--- config.mk ---
export PLATFORM = sky130hd
export DESIGN_NAME = eprom_program_verify_sequencer_unit
export DESIGN_NICKNAME = d
export VERILOG_FILES = /design/src/hw/rtl/epvs_pkg.sv /design/src/hw/rtl/epvs_core.sv /design/src/hw/rtl/epvs_rsp_queue.sv /design/src/hw/rtl/eprom_program_verify_sequencer_unit.sv
export SDC_FILE = /design/constraint.sdc
export NUM_CORES = 1
export LEC_CHECK = 0
export BUFFER_PORTS_ARGS = -buffer_cell sky130_fd_sc_hd__buf_2
export CAP_MARGIN = 20
export CORE_MARGIN = 1
export CORE_UTILIZATION = 25
export CTS_CLUSTER_DIAMETER = 150
export CTS_CLUSTER_SIZE = 16
export DETAILED_ROUTE_END_ITERATION = 16
export GPL_ROUTABILITY_DRIVEN = 0
export HOLD_SLACK_MARGIN = 0.15
export PLACE_DENSITY = 0.5
export SLEW_MARGIN = 30
export SYNTH_ARGS = -nofsm -noshare
export SYNTH_HDL_FRONTEND = slang
export SYNTH_HIERARCHICAL = 1
export SYNTH_SLANG_ARGS = --single-unit
--- constraint.sdc ---
create_clock -name clock -period 14.58 [get_ports clock]
set_input_delay 0 -clock clock [delete_from_list [all_inputs] [get_ports clock]]
set_output_delay 0 -clock clock [all_outputs]
set_load 0.005 [all_outputs]
--- src/hw/rtl/epvs_pkg.sv ---
// Package for the EPROM program/verify sequencer: field widths, opcodes,
// result kinds, register indexes, the result record and its builder.
// No dependencies.
`default_nettype none

package epvs_pkg;

   localparam int unsigned MAX_DEVICE_BYTES_DEF = 8192;

   localparam int unsigned OFFSET_W    = 14;
   localparam int unsigned ADDR_W      = 13;
   localparam int unsigned BYTE_W      = 8;
   localparam int unsigned COUNT_W     = 8;
   localparam int unsigned SUM_W       = 32;
   localparam int unsigned CSR_INDEX_W = 3;
   localparam int unsigned CSR_DATA_W  = 14;
   localparam int unsigned RQ_DEPTH    = 4;

   localparam logic [CSR_INDEX_W-1:0] REG_DEVICE_KIND    = 3'd0;
   localparam logic [CSR_INDEX_W-1:0] REG_DEVICE_SIZE    = 3'd1;
   localparam logic [CSR_INDEX_W-1:0] REG_RETRY_LIMIT    = 3'd2;
   localparam logic [CSR_INDEX_W-1:0] REG_VERIFY_ENABLED = 3'd3;
   localparam logic [CSR_INDEX_W-1:0] REG_EXTRA_PULSES   = 3'd4;

   localparam logic [1:0] DEV_2708    = 2'd0;
   localparam logic [1:0] DEV_2716    = 2'd1;
   localparam logic [1:0] DEV_MCM6876 = 2'd2;

   localparam int unsigned PIN20_ADDR_BIT = 10;

   typedef enum logic [1:0] {
      OP_START    = 2'd0,
      OP_PROGRAM  = 2'd1,
      OP_READBACK = 2'd2
   } op_type;

   typedef enum logic [2:0] {
      K_PULSE     = 3'd0,
      K_DONE      = 3'd1,
      K_COMPLETE  = 3'd2,
      K_EXHAUSTED = 3'd3,
      K_REJECTED  = 3'd4,
      K_STARTED   = 3'd5
   } rsp_kind_type;

   typedef struct packed {
      logic [1:0]          device_kind;
      logic [OFFSET_W-1:0] device_size;
      logic [COUNT_W-1:0]  retry_limit;
      logic                verify_enabled;
      logic [COUNT_W-1:0]  extra_pulses;
   } cfg_type;

   typedef struct packed {
      rsp_kind_type        kind;
      logic [ADDR_W-1:0]   prog_address;
      logic [BYTE_W-1:0]   prog_data;
      logic                pulse_long;
      logic                vpp_rest_zero;
      logic                pin20_low;
      logic                await_readback;
      logic [COUNT_W-1:0]  report_max_pulses;
      logic [SUM_W-1:0]    report_total_pulses;
      logic                last_result;
   } rsp_type;

   // Build one result record from the state seen at the time it is issued.
   function automatic rsp_type make_rsp(
      input rsp_kind_type        kind,
      input logic [OFFSET_W-1:0] offset,
      input logic [BYTE_W-1:0]   held,
      input logic                waiting,
      input logic [COUNT_W-1:0]  worst,
      input logic [SUM_W-1:0]    total,
      input logic [1:0]          dev_kind
   );
      rsp_type r;
      logic    has_byte;
      has_byte = (kind == K_PULSE) || (kind == K_DONE) ||
                 (kind == K_COMPLETE) || (kind == K_EXHAUSTED);
      r = '0;
      r.kind           = kind;
      r.prog_address   = has_byte ? offset[ADDR_W-1:0] : '0;
      r.prog_data      = has_byte ? held : '0;
      r.await_readback = waiting;
      if (kind == K_PULSE) begin
         r.pulse_long    = (dev_kind == DEV_MCM6876);
         r.vpp_rest_zero = (dev_kind != DEV_MCM6876);
         r.pin20_low     = (dev_kind == DEV_2716) && !offset[PIN20_ADDR_BIT];
      end
      if (kind == K_COMPLETE) begin
         r.report_max_pulses   = worst;
         r.report_total_pulses = (dev_kind == DEV_MCM6876) ? total : '0;
      end
      return r;
   endfunction

endpackage

`default_nettype wire

--- src/hw/rtl/epvs_core.sv ---
// Sequencer state and per-request decision logic: one request in, one or
// two result records out, all decided combinationally. Depends on epvs_pkg.
`default_nettype none

module epvs_core
   import epvs_pkg::*;
#(
   parameter int unsigned MAX_DEVICE_BYTES = MAX_DEVICE_BYTES_DEF
) (
   input  wire logic              clock,
   input  wire logic              reset,
   input  wire logic              take,
   input  wire logic [1:0]        op,
   input  wire logic [BYTE_W-1:0] value,
   input  wire cfg_type           cfg,
   output rsp_type                rsp0,
   output rsp_type                rsp1,
   output logic                   two
);

   localparam logic [31:0] MAX_BYTES = 32'(MAX_DEVICE_BYTES);

   logic [OFFSET_W-1:0] offset_ff, offset_in;
   logic                waiting_ff, waiting_in;
   logic [BYTE_W-1:0]   held_ff, held_in;
   logic [COUNT_W-1:0]  count_ff, count_in;
   logic [COUNT_W-1:0]  limit_ff, limit_in;
   logic                verified_ff, verified_in;
   logic [COUNT_W-1:0]  worst_ff, worst_in;
   logic [SUM_W-1:0]    sum_ff, sum_in;

   logic [OFFSET_W-1:0] after;
   logic                past_end;
   logic [COUNT_W-1:0]  prog_limit;
   logic [COUNT_W:0]    ext_sum;
   logic [COUNT_W-1:0]  ext_limit;
   logic                match;
   logic                rb_verified;
   logic [COUNT_W-1:0]  rb_limit;
   logic [COUNT_W-1:0]  fin_count;
   logic [COUNT_W-1:0]  fin_worst;
   logic [SUM_W-1:0]    fin_sum;
   rsp_kind_type        fin_kind;

   assign after      = offset_ff + 1'b1;
   assign past_end   = (offset_ff >= cfg.device_size) ||
                       ({{(32-OFFSET_W){1'b0}}, offset_ff} >= MAX_BYTES);
   assign prog_limit = cfg.verify_enabled ? cfg.retry_limit : COUNT_W'(1);
   assign ext_sum    = {1'b0, count_ff} + {1'b0, cfg.extra_pulses};
   assign ext_limit  = ext_sum[COUNT_W] ? '1 : ext_sum[COUNT_W-1:0];
   assign match      = (value == held_ff) && !verified_ff;
   assign rb_verified = verified_ff || match;
   assign rb_limit   = match ? ext_limit : limit_ff;

   // Statistics for a finished byte; the program path finishes at one pulse.
   assign fin_count = (op == OP_PROGRAM) ? COUNT_W'(1) : count_ff;
   assign fin_worst = (fin_count > worst_ff) ? fin_count : worst_ff;
   assign fin_sum   = sum_ff + {{(SUM_W-COUNT_W){1'b0}}, fin_count};
   assign fin_kind  = (after == cfg.device_size) ? K_COMPLETE : K_DONE;

   always_comb begin
      offset_in   = offset_ff;
      waiting_in  = waiting_ff;
      held_in     = held_ff;
      count_in    = count_ff;
      limit_in    = limit_ff;
      verified_in = verified_ff;
      worst_in    = worst_ff;
      sum_in      = sum_ff;
      two         = 1'b0;
      rsp0 = make_rsp(K_REJECTED, offset_ff, held_ff, waiting_ff, worst_ff, sum_ff,
                      cfg.device_kind);
      rsp1 = rsp0;
      unique case (op)
         OP_START: begin
            offset_in   = '0;
            waiting_in  = 1'b0;
            held_in     = '0;
            count_in    = '0;
            limit_in    = '0;
            verified_in = 1'b0;
            worst_in    = '0;
            sum_in      = '0;
            rsp0 = make_rsp(K_STARTED, '0, '0, 1'b0, '0, '0, cfg.device_kind);
         end
         OP_PROGRAM: begin
            if (!waiting_ff && !past_end) begin
               held_in     = value;
               verified_in = 1'b0;
               count_in    = '0;
               limit_in    = prog_limit;
               if (prog_limit == '0) begin
                  rsp0 = make_rsp(K_EXHAUSTED, offset_ff, value, waiting_ff, worst_ff,
                                  sum_ff, cfg.device_kind);
               end else if (cfg.verify_enabled) begin
                  count_in   = COUNT_W'(1);
                  waiting_in = 1'b1;
                  rsp0 = make_rsp(K_PULSE, offset_ff, value, 1'b1, worst_ff, sum_ff,
                                  cfg.device_kind);
               end else begin
                  // Single pulse completes the byte: pulse then done/complete.
                  count_in    = COUNT_W'(1);
                  verified_in = 1'b1;
                  worst_in    = fin_worst;
                  sum_in      = fin_sum;
                  offset_in   = after;
                  two         = 1'b1;
                  rsp0 = make_rsp(K_PULSE, offset_ff, value, waiting_ff, worst_ff,
                                  sum_ff, cfg.device_kind);
                  rsp1 = make_rsp(fin_kind, offset_ff, value, waiting_ff, fin_worst,
                                  fin_sum, cfg.device_kind);
               end
            end
         end
         OP_READBACK: begin
            if (waiting_ff) begin
               verified_in = rb_verified;
               limit_in    = rb_limit;
               if (count_ff < rb_limit) begin
                  count_in = count_ff + 1'b1;
                  rsp0 = make_rsp(K_PULSE, offset_ff, held_ff, 1'b1, worst_ff, sum_ff,
                                  cfg.device_kind);
               end else begin
                  waiting_in = 1'b0;
                  if (rb_verified) begin
                     worst_in  = fin_worst;
                     sum_in    = fin_sum;
                     offset_in = after;
                     rsp0 = make_rsp(fin_kind, offset_ff, held_ff, 1'b0, fin_worst,
                                     fin_sum, cfg.device_kind);
                  end else begin
                     rsp0 = make_rsp(K_EXHAUSTED, offset_ff, held_ff, 1'b0, worst_ff,
                                     sum_ff, cfg.device_kind);
                  end
               end
            end
         end
         default: begin
         end
      endcase
      rsp0.last_result = !two;
      rsp1.last_result = 1'b1;
   end

   always_ff @(posedge clock) begin
      if (reset) begin
         offset_ff   <= '0;
         waiting_ff  <= 1'b0;
         held_ff     <= '0;
         count_ff    <= '0;
         limit_ff    <= '0;
         verified_ff <= 1'b0;
         worst_ff    <= '0;
         sum_ff      <= '0;
      end else if (take) begin
         offset_ff   <= offset_in;
         waiting_ff  <= waiting_in;
         held_ff     <= held_in;
         count_ff    <= count_in;
         limit_ff    <= limit_in;
         verified_ff <= verified_in;
         worst_ff    <= worst_in;
         sum_ff      <= sum_in;
      end
   end

endmodule

`default_nettype wire

--- src/hw/rtl/epvs_rsp_queue.sv ---
// Result queue: takes one or two records per cycle, hands out one
// while out_ready is high. Depends on epvs_pkg.
`default_nettype none

module epvs_rsp_queue
   import epvs_pkg::*;
(
   input  wire logic    clock,
   input  wire logic    reset,
   input  wire logic    push,
   input  wire logic    push_two,
   input  wire rsp_type wr0,
   input  wire rsp_type wr1,
   output logic         room,
   output logic         out_valid,
   input  wire logic    out_ready,
   output rsp_type      out_rsp
);

   localparam int unsigned PTR_W = $clog2(RQ_DEPTH);
   localparam int unsigned CNT_W = $clog2(RQ_DEPTH + 1);

   rsp_type            slot_ff [RQ_DEPTH];
   logic [PTR_W-1:0]   wr_ptr_ff, wr_ptr_in;
   logic [PTR_W-1:0]   rd_ptr_ff, rd_ptr_in;
   logic [CNT_W-1:0]   count_ff, count_in;
   logic [PTR_W-1:0]   wr_next;
   logic               pop;
   logic [CNT_W-1:0]   n_push;

   assign pop       = out_valid && out_ready;
   assign out_valid = (count_ff != '0);
   assign out_rsp   = slot_ff[rd_ptr_ff];
   // Room for the worst case of two records from one request.
   assign room      = (count_ff <= CNT_W'(RQ_DEPTH - 2));
   assign wr_next   = wr_ptr_ff + 1'b1;
   assign n_push    = push ? (push_two ? CNT_W'(2) : CNT_W'(1)) : '0;

   always_comb begin
      wr_ptr_in = wr_ptr_ff + PTR_W'(n_push);
      rd_ptr_in = pop ? rd_ptr_ff + 1'b1 : rd_ptr_ff;
      count_in  = count_ff + n_push - (pop ? CNT_W'(1) : '0);
   end

   always_ff @(posedge clock) begin
      if (push) begin
         slot_ff[wr_ptr_ff] <= wr0;
         if (push_two) begin
            slot_ff[wr_next] <= wr1;
         end
      end
   end

   always_ff @(posedge clock) begin
      if (reset) begin
         wr_ptr_ff <= '0;
         rd_ptr_ff <= '0;
         count_ff  <= '0;
      end else begin
         wr_ptr_ff <= wr_ptr_in;
         rd_ptr_ff <= rd_ptr_in;
         count_ff  <= count_in;
      end
   end

endmodule

`default_nettype wire

--- src/hw/rtl/eprom_program_verify_sequencer_unit.sv ---
// Top level of the EPROM program/verify sequencer: configuration registers,
// decision core and result queue. Depends on epvs_pkg, epvs_core, epvs_rsp_queue.
//
//   channel | direction | handshake            | payload
//   --------+-----------+----------------------+-----------------------------------
//   req     | in        | req_valid/req_ready  | req_op, req_value
//   rsp     | out       | rsp_valid/rsp_ready  | rsp_result_kind ... rsp_last_result
//   csr     | in        | csr_valid/csr_ready  | csr_index, csr_data
//
// A request is decided in the cycle it is accepted; its results land in a
// four-entry queue and show on rsp_* once they reach its head. One request per
// cycle is taken while the queue has room for two results, so the rate is one
// request per cycle, limited by the single-read output port of the queue and by
// rsp_ready (a program request with verify off yields two results, which leave
// the queue one at a time). Reset clears the sequencer state, the queue and
// all registers. A stalled rsp side holds the queue head; req_ready drops once
// fewer than two entries are free.
`default_nettype none

module eprom_program_verify_sequencer_unit
   import epvs_pkg::*;
#(
   parameter int unsigned MAX_DEVICE_BYTES = MAX_DEVICE_BYTES_DEF
) (
   input  wire logic                   clock,
   input  wire logic                   reset,

   input  wire logic                   req_valid,
   output logic                        req_ready,
   input  wire logic [1:0]             req_op,
   input  wire logic [BYTE_W-1:0]      req_value,

   output logic                        rsp_valid,
   input  wire logic                   rsp_ready,
   output logic [2:0]                  rsp_result_kind,
   output logic [ADDR_W-1:0]           rsp_prog_address,
   output logic [BYTE_W-1:0]           rsp_prog_data,
   output logic                        rsp_pulse_long,
   output logic                        rsp_vpp_rest_zero,
   output logic                        rsp_pin20_low,
   output logic                        rsp_await_readback,
   output logic [COUNT_W-1:0]          rsp_report_max_pulses,
   output logic [SUM_W-1:0]            rsp_report_total_pulses,
   output logic                        rsp_last_result,

   input  wire logic                   csr_valid,
   output logic                        csr_ready,
   input  wire logic [CSR_INDEX_W-1:0] csr_index,
   input  wire logic [CSR_DATA_W-1:0]  csr_data
);

   cfg_type cfg_ff, cfg_in;
   logic    take;
   logic    room;
   logic    two;
   rsp_type rsp0, rsp1, head;

   // Register writes are always taken; unknown indexes are dropped.
   assign csr_ready = 1'b1;

   always_comb begin
      cfg_in = cfg_ff;
      if (csr_valid) begin
         unique case (csr_index)
            REG_DEVICE_KIND:    cfg_in.device_kind    = csr_data[1:0];
            REG_DEVICE_SIZE:    cfg_in.device_size    = csr_data[OFFSET_W-1:0];
            REG_RETRY_LIMIT:    cfg_in.retry_limit    = csr_data[COUNT_W-1:0];
            REG_VERIFY_ENABLED: cfg_in.verify_enabled = csr_data[0];
            REG_EXTRA_PULSES:   cfg_in.extra_pulses   = csr_data[COUNT_W-1:0];
            default: begin
            end
         endcase
      end
   end

   always_ff @(posedge clock) begin
      if (reset) begin
         cfg_ff <= '0;
      end else begin
         cfg_ff <= cfg_in;
      end
   end

   // Accept a request whenever the queue can absorb two results.
   assign req_ready = room;
   assign take      = req_valid && req_ready;

   epvs_core #(
      .MAX_DEVICE_BYTES(MAX_DEVICE_BYTES)
   ) u_core (
      .clock (clock),
      .reset (reset),
      .take  (take),
      .op    (req_op),
      .value (req_value),
      .cfg   (cfg_ff),
      .rsp0  (rsp0),
      .rsp1  (rsp1),
      .two   (two)
   );

   epvs_rsp_queue u_queue (
      .clock     (clock),
      .reset     (reset),
      .push      (take),
      .push_two  (two),
      .wr0       (rsp0),
      .wr1       (rsp1),
      .room      (room),
      .out_valid (rsp_valid),
      .out_ready (rsp_ready),
      .out_rsp   (head)
   );

   assign rsp_result_kind         = head.kind;
   assign rsp_prog_address        = head.prog_address;
   assign rsp_prog_data           = head.prog_data;
   assign rsp_pulse_long          = head.pulse_long;
   assign rsp_vpp_rest_zero       = head.vpp_rest_zero;
   assign rsp_pin20_low           = head.pin20_low;
   assign rsp_await_readback      = head.await_readback;
   assign rsp_report_max_pulses   = head.report_max_pulses;
   assign rsp_report_total_pulses = head.report_total_pulses;
   assign rsp_last_result         = head.last_result;

endmodule

`default_nettype wire

Word level (Yosys, flattened, before mapping)
Memory sizes are Yosys's and may differ from the RTL's. A register that Yosys moved wholly into a read port is not among the register bits. Index checks and enable logic that the tools add are counted.

Memory bits (writable): 276. Word-level logic and storage cells: 162. Input bits: 32. Register bits: 120. Memories kept: 1. Output and inout port bits: 72.

Reduce and logical (&&, ||, !) cells: 32. Mux-type cells: 77. Equality and inequality tests: 22. Magnitude comparators: 5. $add $sub $neg: 9.

Memory list: u_queue.slot_ff (depth 4, width 69, read ports 1, clocked after Yosys merged registers in 1, write ports 2, line epvs_rsp_queue.sv:23) `rsp_type slot_ff [RQ_DEPTH];`.

Operators by type and width (number): two-way mux 69 bit (7); two-way mux 32 bit (7); one-hot mux 69 bit (3 select lines) (1); two-way mux 8 bit (19); two-way mux 68 bit (2); one-hot mux 32 bit (3 select lines) (1); two-way mux 14 bit (6); one-hot mux 8 bit (3 select lines) (3); two-way mux 42 bit (1); one-hot mux 14 bit (3 select lines) (1); two-way mux 40 bit (1); adder 32 x 8 -> 32 bit (1); two-way mux 1 bit (18); one-hot mux 8 bit (2 select lines) (1); adder 14 x 1 -> 14 bit (second input constant) (1); == test 14 bit (1); >= comparator 14 bit (1); >= comparator 14 bit (second input constant) (1); two-way mux 13 bit (1); == test 3 x 2 -> 1 bit (second input constant) (4); != test 2 bit (second input constant) (6); AND reduction 2 bit (5); AND reduction 5 bit (2); adder 8 x 8 -> 9 bit (1); other kinds (28) (53).

Logic depth before layout (Yosys ltp)
Gate-level depths: netlist of the first run.

Depth in word-level cells: 12. Mapped depth: 21. Depth with buffers taken out: 18.

Cells and area by module
Netlist of the first run, hierarchy kept.

By module, submodules not included: epvs_rsp_queue (cells an instance 722, times used 1, sequential area each 8468.1 sq um, area an instance 13815.8 sq um); epvs_core (cells an instance 962, times used 1, sequential area each 1601.5 sq um, area an instance 7036.7 sq um); eprom_program_verify_sequencer_unit (cells an instance 132, times used 1, sequential area each 660.6 sq um, area an instance 1422.6 sq um).

Worst setup path before layout of the first run
Ideal clock, no wire load.

Kind: reg-to-reg. Start point: register cfg_ff[26] in the netlist's numbering. End point: memory u_queue/slot_ff[2][0] in the netlist's numbering (enable). Stages on the path, launching flop included: 15. Setup time: 0.504 ns. Data arrival time: 5.730 ns. Period minus slack after synthesis: 6.234 ns. Required time: 14.076 ns. Slack: 8.346 ns. Buffers on the path: 3. Path through: dfxtp_1 -> inv_1 -> ha_1 -> a211o_1 -> a21oi_1 -> a221o_1 -> a31oi_1 -> nor3_1 -> nand2b_1 -> inv_1 -> clkbuf_1 -> clkbuf_1 -> buf_4 -> a21oi_1 -> nor2b_1.

RTL lines: from (decl) (line eprom_program_verify_sequencer_unit.sv:52) `cfg_type cfg_ff, cfg_in;`; from (signal assigned) (line eprom_program_verify_sequencer_unit.sv:80) `cfg_ff <= cfg_in;`; to (decl) (line epvs_rsp_queue.sv:23).

==> metrics.yaml, run 1 <==
htree_num_levels: 1
root_buffer: "clkbuf_16"
r2r-start: "u_core/count_ff[0]$_SDFFE_PP0P_"
die_x_um: 300.5
wl_per_cell_um: 19.77
use_met2: 0.2299
final.setup_skew_ns: 0.02171
async_flop_share: 0
core_area_um2: 88370
hold_ws_ns: 0.1986
final_cell_area_um2: 25240
layout.nets: 1992
hold_violations: 0
syn2layout_area_growth_pct: 13.30
rr_worst_depth: 17
cts_tree: "done"
die_h_um: 300.5
drive_gt1_frac: 0.2789
initial_utilization: 0.2521
wl_um: 61040
grt_max_degree: 72
gr-usage-met1: 0.1703
ant_nets: 0
total_power_mw: 2.861
crit_fanout: 32
max-vdd-ir-drop_uv: 89.55
clk_latency_ns: 0.59
period_share: 0.3676
finalSetupTns_ns: 0
placed_cells: 2984
drv_slew: 0
vias: 14850
maxCapViolCount: 0
post_cts_buffers: 0
clockBufferDepth: 3
slew_headroom: 0.3358
ys_ff_latch: 398
setup_ws_ns: 9.220
r2r-end: "u_queue/slot_ff[0][11]$_DFFE_PP_"
cts_buffers: 28
finalSetupViolations: 0
seqCellArea_um2: 10740
ys_types: 86
route.detailed.drc: 0
ios: 104
clkSlewWorstSetupHoldPaths_ns: 0.08
end_kind: "flop"
dpl_cell_area_um2: 23870
drt-initial-drc-count: 998
num_rows: 109
drtPass1Iterations: 6
hold_path.class: "input pin to flop"
dieArea_um2: 90300
grtUsageTotal: 0.1314
whs_endpoint: "u_core/held_ff[1]$_SDFFE_PP0P_"
period_needed_ns: 5.360
ys_seq_area_frac: 0.4817
r2r_setup_slack_ns: 9.22
yosys_warnings: 6
grt_first_pass_wirelength_um: 92390
worstPathArrival_ns: 5.69
rsz0062_at_grt: "no"
multi_input_area_um2: 10810
n_fill_cell: 9026
io_buffers: 102
antenna_found_initial: 2
path_class: "flop to flop"
required_ns: 14.91
cts.sinks: 398
pre_cts_slack_ns: 9.283
fin_util: 0.2856
grt-busiest-layer: "met2"
post_synth.cell_area_avg_um2: 12.27
grt_overflow_total: 0
synthCells: 1816
holdPathStages: 5
synth_edf_count: 276
place_hpwl_um: 38430
critPathLaunchType: "flop"
max_freq_ghz: 0.1866
min-delay-start: "req_valid"
viasPerCell: 4.809
powerDensity_nw_per_um2: 113.4
worst_pin_slew_ns: 0.9963
synthFlopType: "edfxtp_1"
grt_pass1_vias: 15261
p_leak_nw: 9.000
status: "complete, no violations"
syn_area_um2: 22280
fin_cells: 3088
use_met3: 0.01443
## layout make-up
| type | count | share of cell area |
|---|---|---|
| Antenna cell | 1 | 0.00009915 |
| Sequential cell | 398 | 0.4255 |
| Tap cell | 1165 | 0.05776 |
| Multi-Input combinational cell | 1246 | 0.4285 |
| Clock buffer | 51 | 0.03242 |
| Inverter | 51 | 0.007585 |
| Timing Repair Buffer | 176 | 0.04819 |
## repair_timing
| item | 4_1_cts | 5_1_grt |
|---|---|---|
| resized for setup | 0 | 0 |
| hold endpoints to repair | 102 | 0 |
| hold buffers | 51 | 0 |
| endpoints found under the setup margin | 0 | 0 |
## cells by family (layout without fill, tap and decap cells)
family	Yosys count	count (layout)	synth area share
DFF	398	398	0.4817
xor gates and xnor gates	68	68	0.02707
AOI/OAI and AO/OA	224	224	0.06465
buffers and inverters	174	278	0.03662
adders and majority gates	59	59	0.03415
other	3	6	0.0005055
muxes	392	392	0.2338
and+or+nand+nor	498	498	0.1214
## routing by layer
layer	up-vias	part of all wire
met4	4	0.022
li1	6935	-
met3	82	0.039
met1	7516	0.45
met2	313	0.49
met5	-	0.00036
## power by group
part	internal (mW)	leakage (nW)	switching [mW]	total, mW
registers	1.33	3.53	0.0667	1.39
clock network	0.377	0.389	0.401	0.778
logic	0.307	5.08	0.382	0.689
total	2.01	9.00	0.849	2.86
## cells in the final DEF (no fill, tap or decap), types with 30 or more instances in the layout
cell type and count:
dlygate4sd3_1 51, edfxtp_1 276, a21oi_1 67, nand2_1 45
nor2_1 152, mux4_2 69, ha_1 56, mux2_2 245
o21ai_0 44, and2_1 39, nand2b_1 62, mux2i_1 46
dfxtp_1 120, buf_2 101, xnor2_1 30, inv_1 51
xor2_1 37
## synthesized netlist by cell type (4+ instances only)
master / instances / area share
a211oi_1: 16 / 0.0054
a21o_1: 8 / 0.0027
nor2_2: 12 / 0.0034
buf_4: 14 / 0.0047
mux2_2: 245 / 0.12
mux4_2: 69 / 0.070
clkbuf_1: 63 / 0.011
nor2b_1: 17 / 0.0048
and2_1: 40 / 0.011
buf_2: 34 / 0.0076
o211ai_1: 6 / 0.0020
nand2_1: 45 / 0.0076
xor2_1: 37 / 0.015
and3_1: 13 / 0.0037
edfxtp_1: 276 / 0.37
dfxtp_1: 122 / 0.11
a21oi_1: 67 / 0.015
mux2i_1: 46 / 0.021
a32oi_1: 9 / 0.0035
o22ai_1: 9 / 0.0025
a2bb2oi_1: 4 / 0.0016
nand3b_1: 12 / 0.0040
inv_1: 51 / 0.0086
or2_2: 7 / 0.0020
buf_6: 9 / 0.0045
or4_1: 9 / 0.0030
o21ai_0: 44 / 0.0099
and4_1: 4 / 0.0016
o22a_1: 5 / 0.0020
nor3_1: 21 / 0.0047
a22oi_1: 8 / 0.0027
or3_1: 29 / 0.0081
ha_1: 56 / 0.031
nand4_1: 14 / 0.0039
xnor2_1: 30 / 0.012
a31oi_1: 7 / 0.0020
mux2_1: 12 / 0.0061
nand3_1: 28 / 0.0063
mux2_4: 20 / 0.013
nor2_1: 154 / 0.026
o31ai_1: 13 / 0.0044
nand2b_1: 62 / 0.017
## worst max path at each step
| stage | slack [ns] | endpoint | start | depth (start not counted) |
|---|---|---|---|---|
| floorplan | 8.35 | u_queue/slot_ff[2][0]$_DFFE_PP_ | cfg_ff[26]$_SDFFE_PP0P_ | 14 |
| global placement | 9.32 | u_queue/slot_ff[2][21]$_DFFE_PP_ | u_core/count_ff[0]$_SDFFE_PP0P_ | 17 |
| detailed placement | 9.28 | u_queue/slot_ff[3][20]$_DFFE_PP_ | u_core/count_ff[0]$_SDFFE_PP0P_ | 17 |
| CTS | 9.24 | u_queue/slot_ff[0][11]$_DFFE_PP_ | u_core/count_ff[0]$_SDFFE_PP0P_ | 17 |
| global route | 8.86 | u_queue/slot_ff[3][20]$_DFFE_PP_ | u_core/count_ff[0]$_SDFFE_PP0P_ | 17 |
| finish | 9.22 | u_queue/slot_ff[0][11]$_DFFE_PP_ | u_core/count_ff[0]$_SDFFE_PP0P_ | 17 |
## critical path: stages (launching register included)
cell and delay (ns):
dfxtp_1 0.42, ha_1 0.26, fa_1 0.43, a211oi_1 0.29
o211ai_1 0.17, a211o_1 0.43, o22ai_1 0.25, ha_1 0.29
a21o_1 0.16, a21o_1 0.17, a21oi_1 0.23, and2_1 0.16
a31o_2 0.27, or4_1 0.43, or2_1 0.16, buf_4 0.46
nor2_1 0.19, mux2_2 0.31
## registers in the layout, indices dropped and copies added (netlist names), named ones only
name,cells
cfg_ff,33
u_core/count_ff,8
u_core/held_ff,8
u_core/limit_ff,8
u_core/offset_ff,14
u_core/sum_ff,32
u_core/verified_ff,1
u_core/waiting_ff,1
u_core/worst_ff,8
u_queue/count_ff,3
u_queue/rd_ptr_ff,2
u_queue/slot_ff,276
u_queue/wr_ptr_ff,2
Power figures use the tool's default switching activity.
==> inputs of run 2 (changes only) <==
PLACE_DENSITY = 0.52   (was 0.5)
clock period = 4.44 ns   (was 14.58 ns; I/O delays follow)
==> metrics.yaml, run 2 (same netlist as run 1, synthesis figures left out) <==
max-vdd-ir-drop_uv: 244.4  # was 89.55 uV
io_buffers: 102  # unchanged
place_hpwl_um: 39960  # was 38430 um
syn2layout_area_growth_pct: 16.51  # was 13.30%
powerDensity_nw_per_um2: 364.3  # was 113.4 nW/um2
htree_num_levels: 1  # unchanged
placed_cells: 3025  # was 2984
drive_gt1_frac: 0.3146  # was 0.2789
period_share: 0.9555  # was 0.3676
vias: 14925  # was 14850
r2r_setup_slack_ns: 0.20  # was 9.22 ns
worst_path_max_delay_cell: "or4_4"  # was buf_4
drt-initial-drc-count: 887  # was 998
setup_ws_ns: 0.1977  # was 9.220 ns
grtUsageTotal: 0.1318  # was 0.1314
layout.nets: 2029  # was 1992
antenna_found_initial: 1  # was 2
final.setup_skew_ns: 0.02061  # was 0.02171 ns
max_freq_ghz: 0.2357  # was 0.1866 GHz
top_register: "u_queue/slot_ff"  # unchanged
required_ns: 4.88  # was 14.91 ns
root_buffer: "clkbuf_16"  # unchanged
wl_per_cell_um: 19.60  # was 19.77 um
r2r-start: "cfg_ff[0]$_SDFFE_PP0P_"  # was u_core/count_ff[0]$_SDFFE_PP0P_
p_leak_nw: 9.292  # was 9.000 nW
critPathMaxStageDelay_ns: 0.53  # was 0.46 ns
num_rows: 109  # unchanged
clockBufferDepth: 3  # unchanged
final_common_cell: "edfxtp_1"  # unchanged
cts.sinks: 398  # unchanged
period_needed_ns: 4.242  # was 5.360 ns
route.detailed.drc: 0  # unchanged
p_int_mw: 6.690  # was 2.012 mW
cts_buffers: 28  # unchanged
maxCapViolCount: 0  # unchanged
grt_pass1_vias: 15427  # was 15261
rr_worst_depth: 17  # unchanged
grt_max_degree: 81  # was 72
viasPerCell: 4.779  # was 4.809
core_area_um2: 88370  # unchanged
critPathLaunchType: "flop"  # unchanged
worst_pin_slew_ns: 0.8859  # was 0.9963 ns
min-delay-start: "req_op[1]"  # was req_valid
wl_um: 61220  # was 61040 um
status: "complete, no violations"  # unchanged
p_sw_frac: 0.2924  # was 0.2967
final_cell_area_um2: 25950  # was 25240 um2
grt_overflow_total: 0  # unchanged
clockPowerShare: 0.267  # was 0.272
grt_first_pass_wirelength_um: 93170  # was 92390 um
drtPass1Iterations: 5  # was 6
hold_violations: 0  # unchanged
holdPathStages: 4  # was 5
crit_fanout: 8  # was 32
ant_nets: 0  # unchanged
slew_headroom: 0.4094  # was 0.3358
largestRegisters: "u_queue/slot_ff x276, cfg_ff x33, u_core/sum_ff x32"  # unchanged
fin_cells: 3123  # was 3088
die_h_um: 300.5  # unchanged
dpl_cell_area_um2: 24340  # was 23870 um2
cp_cell_sequence: "ha_1, fa_2, a211oi_2, o211ai_1, a211o_2, o22ai_2, ha_1, a21o_1, a21o_1, a21oi_1, and2_1, a31o_2, or4_4, or2_4, clkbuf_16, nor2_4, mux2_2"  # was ha_1, fa_1, a211oi_1, o211ai_1, a211o_1, o22ai_1, ha_1, a21o_1, a21o_1, a21oi_1, and2_1, a31o_2, or4_1, or2_1, buf_4, nor2_1, mux2_2
p_comb_frac: 0.250  # was 0.241
path_class: "flop to flop"  # unchanged
clkSlewWorstSetupHoldPaths_ns: 0.08  # about the same
largest_reg_flops: 276  # unchanged
ios: 104  # unchanged
pre_cts_slack_ns: 0.002422  # was 9.283 ns
initial_utilization: 0.2521  # unchanged
cts_tree: "done"  # unchanged
startpoint: "cfg_ff[0]$_SDFFE_PP0P_"  # was u_core/count_ff[0]$_SDFFE_PP0P_
clk_latency_ns: 0.58  # was 0.59 ns
num_antenna_cells: 0  # was 1
switching_power_mw: 2.765  # was 0.8491 mW
finalSetupViolations: 0  # unchanged
worstPathArrival_ns: 4.68  # was 5.69 ns
dieArea_um2: 90300  # unchanged
r2r-end: "u_queue/slot_ff[0][4]$_DFFE_PP_"  # was u_queue/slot_ff[0][11]$_DFFE_PP_
die_x_um: 300.5  # unchanged
hold_path.class: "input pin to flop"  # unchanged
seq_power_share: 0.482  # was 0.487
layout_common_cells: "276 x edfxtp_1, 245 x mux2_2, 132 x nor2_1"  # was 276 x edfxtp_1, 245 x mux2_2, 152 x nor2_1
hold_ws_ns: 0.1739  # was 0.1986 ns
whs_endpoint: "u_core/count_ff[7]$_SDFFE_PP0P_"  # was u_core/held_ff[1]$_SDFFE_PP0P_
drv_slew: 0  # unchanged
end_kind: "flop"  # unchanged
## run 2: cell types whose count changed in the layout (fill, tap and decap cells not counted), moves of 10 or more
cell	previous run	this run
nor2_4	2	34
buf_4	23	52
nor2_1	152	132
buf_12	0	15
nor2_2	12	0
dlygate4sd3_1	51	41
## run 2: layout make-up
cell class                      count  area [um2]
Clock buffer                       50       814.5
Sequential cell                   398       10740
Tap cell                         1165        1458
Timing Repair Buffer              213        1682
Inverter                           51       191.4
Multi-Input combinational cell   1246       11070
Fill cell                        9020       62420
## run 2: metal layers
| metal | part of all wire | GRT usage | up-vias |
|---|---|---|---|
| li1 | - | - | 7014 |
| met3 | 0.032 | 0.01025 | 63 |
| met5 | 0 | 0 | - |
| met1 | 0.44 | 0.1716 | 7561 |
| met2 | 0.50 | 0.2354 | 287 |
| met4 | 0.019 | 0.03146 | 0 |
## run 2: worst max path at each step
| stage | depth (start not counted) | slack [ns] | to |
|---|---|---|---|
| 3_3_place_gp | 17 | 0.06 | u_core/sum_ff[31]$_SDFFE_PP0P_ |
| 2_1_floorplan | 14 | -0.53 | u_queue/slot_ff[1][0]$_DFFE_PP_ |
| 3_5_place_dp | 16 | 0.002 | u_queue/slot_ff[0][21]$_DFFE_PP_ |
| 6_report | 17 | 0.20 | u_queue/slot_ff[0][4]$_DFFE_PP_ |
| 4_1_cts | 16 | 0.02 | u_queue/slot_ff[1][19]$_DFFE_PP_ |
| 5_1_grt | 17 | -0.08 | u_queue/slot_ff[0][4]$_DFFE_PP_ |
## run 2: through the flow
stage / total power, mW / utilization / TNS, ns
4_1_cts: 9.580 / 0.2896 / 0
3_5_place_dp: 7.020 / 0.2755 / 0
6_report: 9.454 / 0.2937 / 0
5_1_grt: 9.912 / 0.2937 / -6.517
2_1_floorplan: 5.964 / - / -105.16
3_3_place_gp: 6.997 / 0.2755 / 0
## run 2: power groups by stage
stage / registers, mW / clock network, mW / logic [mW]
detailed placement: 4.72 / 0 / 2.30
floorplan: 4.52 / 0 / 1.45
global route: 4.60 / 2.75 / 2.56
global placement: 4.70 / 0 / 2.30
CTS: 4.64 / 2.61 / 2.33
finish: 4.56 / 2.53 / 2.37
## run 2: worst max-delay path: cells and delay by family, from the launching register on
kind / cells / cell delay (ns)
buffers and inverters: 1 / 0.22
adder cells (fa/ha/maj): 3 / 0.75
flip-flops: 1 / 0.32
multiplexers: 1 / 0.17
AO/OA/AOI/OAI: 8 / 1.50
AND/OR/NAND/NOR: 4 / 1.13
## run 2: what timing repair did
action / 4_1_cts / 5_1_grt
setup buffers: 0 / 4
pin swaps: 2 / 8
gates cloned: 0 / 2
endpoints found under the setup margin: 39 / 193
resized for setup: 8 / 65
hold buffers: 41 / 0
hold endpoints to repair: 123 / 0
==> inputs of run 3 (changes only) <==
CELL_PAD_IN_SITES_DETAIL_PLACEMENT = 0   (was not set)
CELL_PAD_IN_SITES_GLOBAL_PLACEMENT = 1   (was not set)
PLACE_DENSITY = 0.58   (was 0.52)
SLEW_MARGIN = not set   (was 30)
==> metrics.yaml, run 3 (same netlist as run 1, synthesis figures left out) <==
period_share: 0.9571  # was 0.9555
layout.nets: 2042  # was 2029
initial_utilization: 0.2521  # unchanged
drive_gt1_frac: 0.3190  # was 0.3146
total_power_mw: 9.509  # was 9.454 mW
num_rows: 109  # unchanged
viasPerCell: 4.755  # was 4.779
cts_buffers: 28  # unchanged
hold_violations: 0  # unchanged
maxCapViolCount: 0  # unchanged
max_freq_ghz: 0.2353  # was 0.2357 GHz
root_buffer: "clkbuf_16"  # unchanged
final_common_cell: "edfxtp_1"  # unchanged
grt_max_degree: 64  # was 81
cts_tree: "done"  # unchanged
antenna_found_initial: 0  # was 1
grtUsageTotal: 0.1353  # was 0.1318
drv_slew: 0  # unchanged
drt-initial-drc-count: 907  # was 887
worst_pin_slew_ns: 1.010  # was 0.8859 ns
end_kind: "flop"  # unchanged
powerDensity_nw_per_um2: 365.1  # was 364.3 nW/um2
wl_um: 62790  # was 61220 um
vias: 14916  # was 14925
hold_path.class: "input pin to flop"  # unchanged
slew_headroom: 0.3269  # was 0.4094
clockBufferDepth: 3  # unchanged
crit_fanout: 12  # was 8
layout_common_cells: "276 x edfxtp_1, 245 x mux2_2, 132 x nor2_1"  # unchanged
io_buffers: 102  # unchanged
finalSetupTns_ns: 0  # unchanged
grt_overflow_total: 0  # unchanged
cts.sinks: 398  # unchanged
final.setup_skew_ns: 0.02296  # was 0.02061 ns
place_hpwl_um: 41440  # was 39960 um
p_leak_nw: 9.341  # was 9.292 nW
largest_reg_flops: 276  # unchanged
ios: 104  # unchanged
finalSetupViolations: 0  # unchanged
num_antenna_cells: 0  # unchanged
fin_util: 0.2947  # was 0.2937
clk_latency_ns: 0.59  # was 0.58 ns
htree_num_levels: 1  # unchanged
syn2layout_area_growth_pct: 16.91  # was 16.51%
max-vdd-ir-drop_uv: 343.9  # was 244.4 uV
largestRegisters: "u_queue/slot_ff x276, cfg_ff x33, u_core/sum_ff x32"  # unchanged
grt_first_pass_wirelength_um: 95130  # was 93170 um
period_needed_ns: 4.249  # was 4.242 ns
route.detailed.drc: 0  # unchanged
rsz0062_at_grt: "yes"
dieArea_um2: 90300  # unchanged
dpl_cell_area_um2: 24490  # was 24340 um2
wl_per_cell_um: 20.01  # was 19.60 um
drtPass1Iterations: 7  # was 5
die_x_um: 300.5  # unchanged
status: "complete, no violations"  # unchanged
critPathLaunchType: "flop"  # unchanged
required_ns: 4.89  # was 4.88 ns
final_cell_area_um2: 26040  # was 25950 um2
die_h_um: 300.5  # unchanged
core_area_um2: 88370  # unchanged
path_class: "flop to flop"  # unchanged
grt_pass1_vias: 15690  # was 15427
worstPathArrival_ns: 4.70  # was 4.68 ns
top_register: "u_queue/slot_ff"  # unchanged
ant_nets: 0  # unchanged
clkSlewWorstSetupHoldPaths_ns: 0.08  # about the same
[run 3: cell types whose count changed in the layout (fill, tap and decap cells not counted), moves of 2 or more]
cell and change:
nor2_2 +10, nor2_4 -10, o22ai_4 +2, buf_4 +10
o22ai_2 -2, dlygate4sd3_1 +2
[run 3: cell type report]
type | count | area (um2)
timing repair buffer | 226 | 1797
sequential | 398 | 10740
tap | 1165 | 1458
clock buffer | 51 | 818.3
multi-input combinational | 1246 | 11040
inverter | 51 | 191.4
fill | 9012 | 62330
[run 3: path summary, 6_finish.rpt]
check / start / endpoint / slack [ns] / cells after the start
max reg2reg: cfg_ff[0]$_SDFFE_PP0P_ / u_queue/slot_ff[0][27]$_DFFE_PP_ / 0.19 / 17
min reg2reg: u_core/sum_ff[3]$_SDFFE_PP0P_ / u_core/sum_ff[3]$_SDFFE_PP0P_ / 0.47 / 2
max: cfg_ff[0]$_SDFFE_PP0P_ / u_queue/slot_ff[0][27]$_DFFE_PP_ / 0.19 / 17
min: req_op[0] / u_core/count_ff[7]$_SDFFE_PP0P_ / 0.27 / 5
[run 3: through the flow]
stage          cells  setup WS [ns]  hold slack [ns]
2_1_floorplan   1818        -0.5268          0.06669
3_3_place_gp    3040        0.06147           0.2690
3_5_place_dp    3040       -0.06389           0.2727
4_1_cts         3134      -0.009151           0.2159
5_1_grt         3137       -0.01277           0.2754
6_report        3137         0.1907           0.2712
[run 3: worst max-delay path, stage by stage (launching register included)]
cell      delay (ns)
dfxtp_1         0.32
ha_2            0.20
fa_2            0.35
a211oi_2        0.21
o211ai_1        0.14
a211o_2         0.47
o22ai_2         0.16
ha_1            0.17
a21o_1          0.11
a21o_1          0.11
a21oi_1         0.08
and2_1          0.14
a31o_2          0.22
or4_4           0.54
or2_4           0.34
buf_16          0.20
nor2_2          0.17
mux2_2          0.17
[run 3: repair_timing]
action / CTS / global route
resized for setup: 16 / 47
cloned: 0 / 2
pin swaps: 1 / 7
hold buffers: 43 / 0
endpoints found under the setup margin: 124 / 209
buffers inserted: 0 / 1
endpoints found under the hold margin: 120 / 0
[run 3: power breakdown]
part	switching (mW)	internal, mW
Combinational	1.23	1.11
Clock	1.31	1.24
Sequential	0.263	4.35
Total	2.80	6.71
[run 3: metal layers]
| metal | GRT usage | vias up | wire length [um] |
|---|---|---|---|
| met2 | 0.2394 | 230 | 31280 |
| li1 | - | 7033 | - |
| met3 | 0.01010 | 66 | 1680 |
| met1 | 0.1779 | 7587 | 28650 |
| met4 | 0.03316 | 0 | 1172 |
| met5 | 0 | - | 0 |
